--- config.mk ---
export PLATFORM = sky130hd
export DESIGN_NAME = box_pair_distance_overlap_unit
export DESIGN_NICKNAME = d
export VERILOG_FILES = /design/src/sv/bpdo_pkg.sv /design/src/sv/box_pair_distance_overlap_unit.sv /design/src/sv/bpdo_isqrt.sv
export SDC_FILE = /design/constraint.sdc
export NUM_CORES = 2
export LEC_CHECK = 0
export BUFFER_PORTS_ARGS = -buffer_cell sky130_fd_sc_hd__buf_2
export CAP_MARGIN = 10
export CORE_MARGIN = 2
export CORE_UTILIZATION = 45
export CTS_CLUSTER_DIAMETER = 80
export DETAILED_ROUTE_END_ITERATION = 7
export PLACE_DENSITY_LB_ADDON = 0.3
export SYNTH_ARGS = -nofsm -noshare
export SYNTH_HDL_FRONTEND = slang
export SYNTH_SLANG_ARGS = --single-unit
--- constraint.sdc ---
create_clock -name clk -period 30.6 [get_ports clk]
set_input_delay 1.53 -clock clk [delete_from_list [all_inputs] [get_ports clk]]
set_output_delay 1.53 -clock clk [all_outputs]
set_load 0.02 [all_outputs]
--- src/sv/bpdo_pkg.sv ---
package bpdo_pkg;

  // Fixed widths of the distance path.
  localparam int SUM_W          = 35;
  localparam int ROOT_W         = 18;
  localparam int TOL_W          = 8;
  localparam int COORD_BITS_DEF = 16;

  // Saturation ceiling of both squared-distance sums.
  localparam logic [SUM_W-1:0] SUM_MAX = {SUM_W{1'b1}};

  // Sequencer states of the top level.
  typedef enum logic [3:0] {
    S_IDLE,
    S_GAP,
    S_LU,
    S_UL,
    S_SPAN,
    S_MIN_GO,
    S_MIN_WAIT,
    S_MAX_GO,
    S_MAX_WAIT,
    S_OUT
  } state_t;

  // Status of the square-root unit.
  typedef struct packed {
    logic busy;
    logic done;
  } sqrt_stat_t;

endpackage

--- src/sv/box_pair_distance_overlap_unit.sv ---
// Box pair distance and overlap unit.
// Two axis-aligned boxes A and B are compared one dimension per input beat.
// The input channel (in_valid, in_stall) carries both boxes' bounds on one
// axis plus last_dim, which marks the final axis of a pair. Every input beat
// yields exactly one output beat on (out_valid, out_stall) with that axis'
// intersection and union bounds. On the beat marked last_dim the output also
// carries the floor square roots of the summed squared gaps and spans, the
// containment flag and the intersect flag, with pair_done set; otherwise
// those fields are zero. The tolerance register is written on its own
// channel (cfg_valid, cfg_ready) and must only change while the unit is idle.
// One shared multiplier forms the three squares of an axis in turn, and one
// shared square-root unit resolves a root bit per cycle, both roots in turn.
// After acceptance an ordinary axis runs through the gap, LU, UL and span
// steps to the output state; a last axis also runs both roots in between.
// No new beat is accepted until the current one has been loaded into the
// output register, which takes place in the output state.
// A finished beat sits in the output register; a stalled receiver holds the
// sequencer in its output state and in_stall stays high until the beat is
// taken. Reset clears the sums, sets both flags and zeroes the tolerance.
module box_pair_distance_overlap_unit #(
  parameter int COORD_BITS = bpdo_pkg::COORD_BITS_DEF
) (
  input  logic                              clk,
  input  logic                              rst,
  // Configuration channel.
  input  logic                              cfg_valid,
  output logic                              cfg_ready,
  input  logic [bpdo_pkg::TOL_W-1:0]        tolerance,
  // Input channel.
  input  logic                              in_valid,
  output logic                              in_stall,
  input  logic signed [COORD_BITS-1:0]      lower_a,
  input  logic signed [COORD_BITS-1:0]      upper_a,
  input  logic signed [COORD_BITS-1:0]      lower_b,
  input  logic signed [COORD_BITS-1:0]      upper_b,
  input  logic                              last_dim,
  // Output channel.
  output logic                              out_valid,
  input  logic                              out_stall,
  output logic signed [COORD_BITS-1:0]      inter_low,
  output logic signed [COORD_BITS-1:0]      inter_high,
  output logic signed [COORD_BITS-1:0]      union_low,
  output logic signed [COORD_BITS-1:0]      union_high,
  output logic [bpdo_pkg::ROOT_W-1:0]       min_dist,
  output logic [bpdo_pkg::ROOT_W-1:0]       max_dist,
  output logic                              a_contains_b,
  output logic                              boxes_intersect,
  output logic                              pair_done
);

  localparam int SUM_W = bpdo_pkg::SUM_W;
  localparam int ROOT_W = bpdo_pkg::ROOT_W;
  localparam int CW    = COORD_BITS + 3;
  localparam int MW    = COORD_BITS + 1;
  localparam int PW    = 2 * MW;
  localparam int AW    = ((SUM_W > PW) ? SUM_W : PW) + 1;

  bpdo_pkg::state_t     state;
  bpdo_pkg::state_t     state_next;
  bpdo_pkg::sqrt_stat_t sq_stat;

  logic [bpdo_pkg::TOL_W-1:0] tol;
  logic signed [COORD_BITS-1:0] la;
  logic signed [COORD_BITS-1:0] ua;
  logic signed [COORD_BITS-1:0] lb;
  logic signed [COORD_BITS-1:0] ub;
  logic                         last;
  logic [SUM_W-1:0]             gap_sum;
  logic [SUM_W-1:0]             span_sum;
  logic                         contain_so_far;
  logic                         overlap_so_far;
  logic [PW-1:0]                prod;
  logic [PW-1:0]                span_first;
  logic [ROOT_W-1:0]            min_root;
  logic [ROOT_W-1:0]            max_root;

  logic                         in_accept;
  logic                         sq_start;
  logic                         out_load;
  logic [SUM_W-1:0]             sq_value;
  logic [ROOT_W-1:0]            sq_root;

  logic signed [CW-1:0] t_pos;
  logic signed [CW-1:0] t_neg;
  logic signed [CW-1:0] d_lu;
  logic signed [CW-1:0] d_ul;
  logic signed [CW-1:0] d_bl;
  logic signed [CW-1:0] d_ll;
  logic signed [CW-1:0] d_uu;
  logic signed [CW-1:0] gap;
  logic signed [CW-1:0] mul_src;
  logic signed [CW-1:0] mul_mag;
  logic [MW-1:0]        mul_op;
  logic [PW-1:0]        prod_c;
  logic [PW-1:0]        span_pick;
  logic [PW-1:0]        add_op;
  logic [SUM_W-1:0]     add_base;
  logic [AW-1:0]        add_raw;
  logic [SUM_W-1:0]     add_sat;

  assign cfg_ready = 1'b1;
  assign in_accept = in_valid && !in_stall;

  // Tolerance register.
  always_ff @(posedge clk) begin
    if (rst) begin
      tol <= '0;
    end else if (cfg_valid && cfg_ready) begin
      tol <= tolerance;
    end
  end

  // Differences of the latched bounds, all at a width that holds the tolerance too.
  assign t_pos = CW'(tol);
  assign t_neg = -t_pos;
  assign d_lu  = CW'(la) - CW'(ub);
  assign d_ul  = CW'(ua) - CW'(lb);
  assign d_bl  = CW'(lb) - CW'(ua);
  assign d_ll  = CW'(la) - CW'(lb);
  assign d_uu  = CW'(ua) - CW'(ub);

  // Signed minimum gap on this axis: zero unless a separation beats the tolerance.
  always_comb begin
    if (d_lu > t_pos) begin
      gap = d_lu;
    end else if (d_bl > t_pos) begin
      gap = d_bl;
    end else begin
      gap = '0;
    end
  end

  // Shared squarer: the sequencer picks which difference is squared this cycle.
  always_comb begin
    unique case (state)
      bpdo_pkg::S_LU: mul_src = d_lu;
      bpdo_pkg::S_UL: mul_src = d_ul;
      default:        mul_src = gap;
    endcase
    mul_mag = mul_src[CW-1] ? -mul_src : mul_src;
  end
  assign mul_op = mul_mag[MW-1:0];
  assign prod_c = mul_op * mul_op;

  // Shared saturating adder for both sums.
  assign span_pick = (span_first > prod) ? span_first : prod;
  assign add_op    = (state == bpdo_pkg::S_SPAN) ? span_pick : prod;
  assign add_base  = (state == bpdo_pkg::S_SPAN) ? span_sum : gap_sum;
  assign add_raw   = AW'(add_base) + AW'(add_op);
  assign add_sat   = (add_raw > AW'(bpdo_pkg::SUM_MAX)) ? bpdo_pkg::SUM_MAX
                                                        : add_raw[SUM_W-1:0];

  // State register.
  always_ff @(posedge clk) begin
    if (rst) begin
      state <= bpdo_pkg::S_IDLE;
    end else begin
      state <= state_next;
    end
  end

  // Sequencer: next state and control strobes.
  always_comb begin
    state_next = state;
    in_stall   = 1'b1;
    sq_start   = 1'b0;
    out_load   = 1'b0;
    unique case (state)
      bpdo_pkg::S_IDLE: begin
        in_stall = 1'b0;
        if (in_valid) begin
          state_next = bpdo_pkg::S_GAP;
        end
      end
      bpdo_pkg::S_GAP: state_next = bpdo_pkg::S_LU;
      bpdo_pkg::S_LU:  state_next = bpdo_pkg::S_UL;
      bpdo_pkg::S_UL:  state_next = bpdo_pkg::S_SPAN;
      bpdo_pkg::S_SPAN: begin
        state_next = last ? bpdo_pkg::S_MIN_GO : bpdo_pkg::S_OUT;
      end
      bpdo_pkg::S_MIN_GO: begin
        sq_start   = 1'b1;
        state_next = bpdo_pkg::S_MIN_WAIT;
      end
      bpdo_pkg::S_MIN_WAIT: begin
        if (sq_stat.done) begin
          state_next = bpdo_pkg::S_MAX_GO;
        end
      end
      bpdo_pkg::S_MAX_GO: begin
        sq_start   = 1'b1;
        state_next = bpdo_pkg::S_MAX_WAIT;
      end
      bpdo_pkg::S_MAX_WAIT: begin
        if (sq_stat.done) begin
          state_next = bpdo_pkg::S_OUT;
        end
      end
      bpdo_pkg::S_OUT: begin
        if (!out_valid || !out_stall) begin
          out_load   = 1'b1;
          state_next = bpdo_pkg::S_IDLE;
        end
      end
      default: state_next = bpdo_pkg::S_IDLE;
    endcase
  end

  // Input capture, squares and root results.
  always_ff @(posedge clk) begin
    if (in_accept) begin
      la   <= lower_a;
      ua   <= upper_a;
      lb   <= lower_b;
      ub   <= upper_b;
      last <= last_dim;
    end
    if (state == bpdo_pkg::S_GAP || state == bpdo_pkg::S_LU ||
        state == bpdo_pkg::S_UL) begin
      prod <= prod_c;
    end
    if (state == bpdo_pkg::S_UL) begin
      span_first <= prod;
    end
    if (state == bpdo_pkg::S_MIN_WAIT && sq_stat.done) begin
      min_root <= sq_root;
    end
    if (state == bpdo_pkg::S_MAX_WAIT && sq_stat.done) begin
      max_root <= sq_root;
    end
  end

  // Accumulated pair state; cleared once the last axis is loaded into the output register.
  always_ff @(posedge clk) begin
    if (rst) begin
      gap_sum        <= '0;
      span_sum       <= '0;
      contain_so_far <= 1'b1;
      overlap_so_far <= 1'b1;
    end else begin
      if (state == bpdo_pkg::S_GAP) begin
        if (d_ll > t_pos || d_uu < t_neg) begin
          contain_so_far <= 1'b0;
        end
        if (d_lu > t_pos || d_ul < t_neg) begin
          overlap_so_far <= 1'b0;
        end
      end
      if (state == bpdo_pkg::S_LU) begin
        gap_sum <= add_sat;
      end
      if (state == bpdo_pkg::S_SPAN) begin
        span_sum <= add_sat;
      end
      if (out_load && last) begin
        gap_sum        <= '0;
        span_sum       <= '0;
        contain_so_far <= 1'b1;
        overlap_so_far <= 1'b1;
      end
    end
  end

  // Output register: valid flag under reset, payload loaded with each beat.
  always_ff @(posedge clk) begin
    if (rst) begin
      out_valid <= 1'b0;
    end else if (out_load) begin
      out_valid <= 1'b1;
    end else if (!out_stall) begin
      out_valid <= 1'b0;
    end
  end

  always_ff @(posedge clk) begin
    if (out_load) begin
      inter_low       <= (la > lb) ? la : lb;
      inter_high      <= (ua < ub) ? ua : ub;
      union_low       <= (la < lb) ? la : lb;
      union_high      <= (ua > ub) ? ua : ub;
      min_dist        <= last ? min_root : '0;
      max_dist        <= last ? max_root : '0;
      a_contains_b    <= last && contain_so_far;
      boxes_intersect <= last && overlap_so_far && !contain_so_far;
      pair_done       <= last;
    end
  end

  // Square-root unit, shared by both distances.
  assign sq_value = (state == bpdo_pkg::S_MIN_GO) ? gap_sum : span_sum;

  bpdo_isqrt u_isqrt (
    .clk   (clk),
    .rst   (rst),
    .start (sq_start),
    .value (sq_value),
    .root  (sq_root),
    .stat  (sq_stat)
  );

  // An accepted beat always starts with the gap square.
  a_accept_to_gap: assert property (@(posedge clk) disable iff (rst)
    in_accept |=> state == bpdo_pkg::S_GAP)
    else $error("accepted beat did not enter the gap step");

  // The root unit is never restarted while it is still working.
  a_no_restart: assert property (@(posedge clk) disable iff (rst)
    sq_start |-> !sq_stat.busy)
    else $error("square-root unit started while busy");

  // A finished root only arrives while the sequencer waits for it.
  a_done_in_wait: assert property (@(posedge clk) disable iff (rst)
    sq_stat.done |-> (state == bpdo_pkg::S_MIN_WAIT || state == bpdo_pkg::S_MAX_WAIT))
    else $error("root finished outside a wait state");

  // Beats that do not close a pair carry no pair results.
  a_open_pair_zero: assert property (@(posedge clk) disable iff (rst)
    (out_valid && !pair_done) |->
      (min_dist == '0 && max_dist == '0 && !a_contains_b && !boxes_intersect))
    else $error("pair result fields set before the last axis");

  // Containment and intersection are reported exclusively.
  a_flags_exclusive: assert property (@(posedge clk) disable iff (rst)
    out_valid |-> !(a_contains_b && boxes_intersect))
    else $error("containment and intersection both set");

endmodule

--- src/sv/bpdo_isqrt.sv ---
module bpdo_isqrt (
  input  logic                           clk,
  input  logic                           rst,
  input  logic                           start,
  input  logic [bpdo_pkg::SUM_W-1:0]     value,
  output logic [bpdo_pkg::ROOT_W-1:0]    root,
  output bpdo_pkg::sqrt_stat_t           stat
);

  localparam int ROOT_W = bpdo_pkg::ROOT_W;
  localparam int RAD_W  = 2 * ROOT_W;
  localparam int REM_W  = ROOT_W + 3;
  localparam int CNT_W  = $clog2(ROOT_W);

  logic [RAD_W-1:0] rad;
  logic [REM_W-1:0] rem;
  logic [CNT_W-1:0] cnt;
  logic             busy;
  logic             done;
  logic [REM_W-1:0] rem_sh;
  logic [REM_W-1:0] trial;
  logic             fits;

  // One restoring step: bring down two radicand bits and try the next root bit.
  assign rem_sh = {rem[REM_W-3:0], rad[RAD_W-1 -: 2]};
  assign trial  = REM_W'({root, 2'b01});
  assign fits   = (rem_sh >= trial);

  // Control: busy while the root bits are resolved, then a one-cycle done pulse.
  always_ff @(posedge clk) begin
    if (rst) begin
      busy <= 1'b0;
      done <= 1'b0;
      cnt  <= '0;
    end else begin
      done <= 1'b0;
      if (start) begin
        busy <= 1'b1;
        cnt  <= '0;
      end else if (busy) begin
        cnt <= cnt + 1'b1;
        if (cnt == CNT_W'(ROOT_W - 1)) begin
          busy <= 1'b0;
          done <= 1'b1;
        end
      end
    end
  end

  // Datapath: radicand shift, partial remainder and root.
  always_ff @(posedge clk) begin
    if (start) begin
      rad  <= RAD_W'(value);
      rem  <= '0;
      root <= '0;
    end else if (busy) begin
      rad <= {rad[RAD_W-3:0], 2'b00};
      if (fits) begin
        rem  <= rem_sh - trial;
        root <= {root[ROOT_W-2:0], 1'b1};
      end else begin
        rem  <= rem_sh;
        root <= {root[ROOT_W-2:0], 1'b0};
      end
    end
  end

  assign stat.busy = busy;
  assign stat.done = done;

endmodule
==> qor.yml <==
wl_per_cell_um: 16.9
worst_ep_arrival_time_ns: 12.98
hold_violations: 0
final_core_util_pct: 50.4
cts_setup_buffers: 0
cp_common_cell: "fa_1"
synth_top_area_share_pct: 27.0
multiInputGateArea_um2: 20100
critPathCaptureType: "register"
tns_ns: 0
firstDrtPassIters: 6
num-nets-final: 4259
worstSetupStartpoint: "ub[0]$_DFFE_PP_"
start_util_pct: 45.5
cts_tree: "built"
worstMarginPinSlew_ns: 1.12
dieArea_um2: 77500
rows: 100
cp_max_fo: 17
detail-route-antenna-nets: 0
slew_headroom_pct: 25.0
core-area_um2: 74400
worstReg2RegStart: "ub[0]$_DFFE_PP_"
rsz0062_at_grt: "no"
fmax_mhz: 78.9
dieHeight_um: 278
ys_warn_count: 0
num_vias: 24749
avgSynthCellArea_um2: 9.70
final_cell_mix: "426 x inv_1, 350 x nand2_1, 336 x ha_1"
antenna_found_initial: 0
clk-insertion-delay-late_ns: 0.61
grt_pass1_vias: 24091
crit_end: "prod[33]$_DFFE_PP_"
port_buffers: 182
clkTransAtPathRegs_ns: 0.06
start_kind: "register"
maxSlewViolCount: 0
synth_area_um2: 33900
reg2reg_to: "prod[33]$_DFFE_PP_"
grt_pass1_wl_mm: 127
dp_hpwl_mm: 60.7
slowest_stage: "o31a_1"
finalSetupViolCount: 0
synth_edf_count: 305
synth_cells: 3492
busiest_layer: "met2"
reg2reg_slack_ns: 17.92
areaGrowthSynthToFinish_pct: 10.7
hold_class: "register to register"
die_w_um: 278
maxCapViolations: 0
cts_hold_buf: 0
grt_util_met2_pct: 33.0
io_pins: 184
worst_ep_required_time_ns: 30.90
drt_iter0_drc: 1487
cts_max_level: 2
finish.instance_area_um2: 37500
synth-seq-area-share_pct: 34.7
post_cts_resize_count: 0
track_usage_pct: 20.3
max_stage_delay_ns: 0.69
drive_gt1_share_pct: 10.4
post-route-period-util_pct: 41.4
cts.sinks: 435
grt_max_degree: 78
seq_area_um2: 11800
synthArstFlopShare_pct: 0
synth-seq-cells: 435
dpl_cell_area_um2: 35900
final_common_cell: "inv_1"
clock_skew_ns: 0.0686
netlist_top_cells_area: "edfxtp_1 27%, ha_1 12%, fa_1 12%"
wirelength_mm: 78.5
fillers: 6720
clock_path_buffers: 3
overflow: 0
min_period_ns: 12.68
cts-root-buf: "clkbuf_16"
rr_worst_depth: 45
num_antenna_cells: 0
gp_congestion: 0.916
hold_path_startpoint: "prod[15]$_DFFE_PP_"
synth-main-ff-cell: "edfxtp_1"
drc: 0
synth_top_area_cell: "edfxtp_1"
numCtsBuffers: 48
status: "completed"
use_met3_pct: 2.56
vias_per_cell: 5.31
synth_cell_types: 91
criticalPathCategory: "register to register"
met1_usage_pct: 28.6
==> layer usage <==
layer  share of wire (%)  vias to the layer above
met4                 2.3                        0
met1                  47                    11732
met5                   0                        -
met3                 5.0                      114
li1                    -                    12313
met2                  46                      590
==> final cells by class <==
cell class                      instances  area share, %
Multi-Input combinational cell       2515           53.6
Sequential cell                       435           31.4
Inverter                              431           4.32
Clock buffer                           63           3.49
Tap cell                              969           3.23
Timing Repair Buffer                  219           3.17
Clock inverter                         27          0.764
==> logic make-up after synthesis <==
kind of cell | share of synthesized area (%)
xor gates and xnor gates | 3.94
adders and majority gates | 23.9
buffers and inverters | 6.24
AOI/OAI and AO/OA | 12.7
DFF | 34.7
muxes | 4.47
and+or+nand+nor | 14.0
other | 0.0222
==> synth_stat cells, types with 12 or more instances <==
master / n
and3_1: 12
nor2b_1: 34
nor4_1: 16
mux2i_1: 114
a211oi_1: 77
fa_1: 195
inv_1: 426
o31ai_1: 12
xnor2_1: 107
clkbuf_1: 103
dfxtp_1: 130
and2_1: 82
nand2_1: 351
mux2_2: 33
nand2b_1: 45
o21ai_0: 181
a21o_1: 68
xor2_1: 38
o21bai_1: 17
nor2_1: 293
nand3_1: 38
a21boi_0: 17
a21oi_1: 141
a31oi_1: 13
edfxtp_1: 305
or3_1: 16
o21a_1: 35
o211ai_1: 18
nor3_1: 54
ha_1: 336
nand4_1: 32
==> state kept, by name (all words and copies together) (netlist names), 18 cells and up <==
register      flops
span_first       33
prod             33
u_isqrt.rad      36
max_dist         18
u_isqrt.root     18
u_isqrt.rem      19
gap_sum          35
min_dist         18
span_sum         35
max_root         18
min_root         18
==> how the worst min path moves through the flow <==
stage | to | cells past startpoint | slack, ns
final | span_first[15]$_DFFE_PP_ | 0 | 0.44
after global routing | span_first[10]$_DFFE_PP_ | 0 | 0.45
after CTS | span_first[15]$_DFFE_PP_ | 0 | 0.44
after detailed placement | span_first[9]$_DFFE_PP_ | 0 | 0.43
after global placement | span_first[27]$_DFFE_PP_ | 0 | 0.43
after floorplan | span_first[10]$_DFFE_PP_ | 0 | 0.43
==> critical path: cells and delay by family, from the launching register on <==
kind	cells	cell delay [ns]
AO/OA/AOI/OAI	15	4.00
XOR/XNOR	3	0.97
adder cells (fa/ha/maj)	10	3.84
buffers and inverters	6	0.81
flip-flops	1	0.43
AND/OR/NAND/NOR	11	2.33
==> stage by stage <==
stage / worst slack, ns / hold WS, ns / std cells
2_1_floorplan: 19.85 / 0.426 / 3502
3_3_place_gp: 18.25 / 0.430 / 4569
6_report: 17.92 / 0.437 / 4659
3_5_place_dp: 17.94 / 0.432 / 4569
5_1_grt: 16.97 / 0.453 / 4659
4_1_cts: 17.87 / 0.438 / 4659
Power is not shown: default switching activity piles up to over one toggle a cycle in this logic, so the estimate is an artifact.
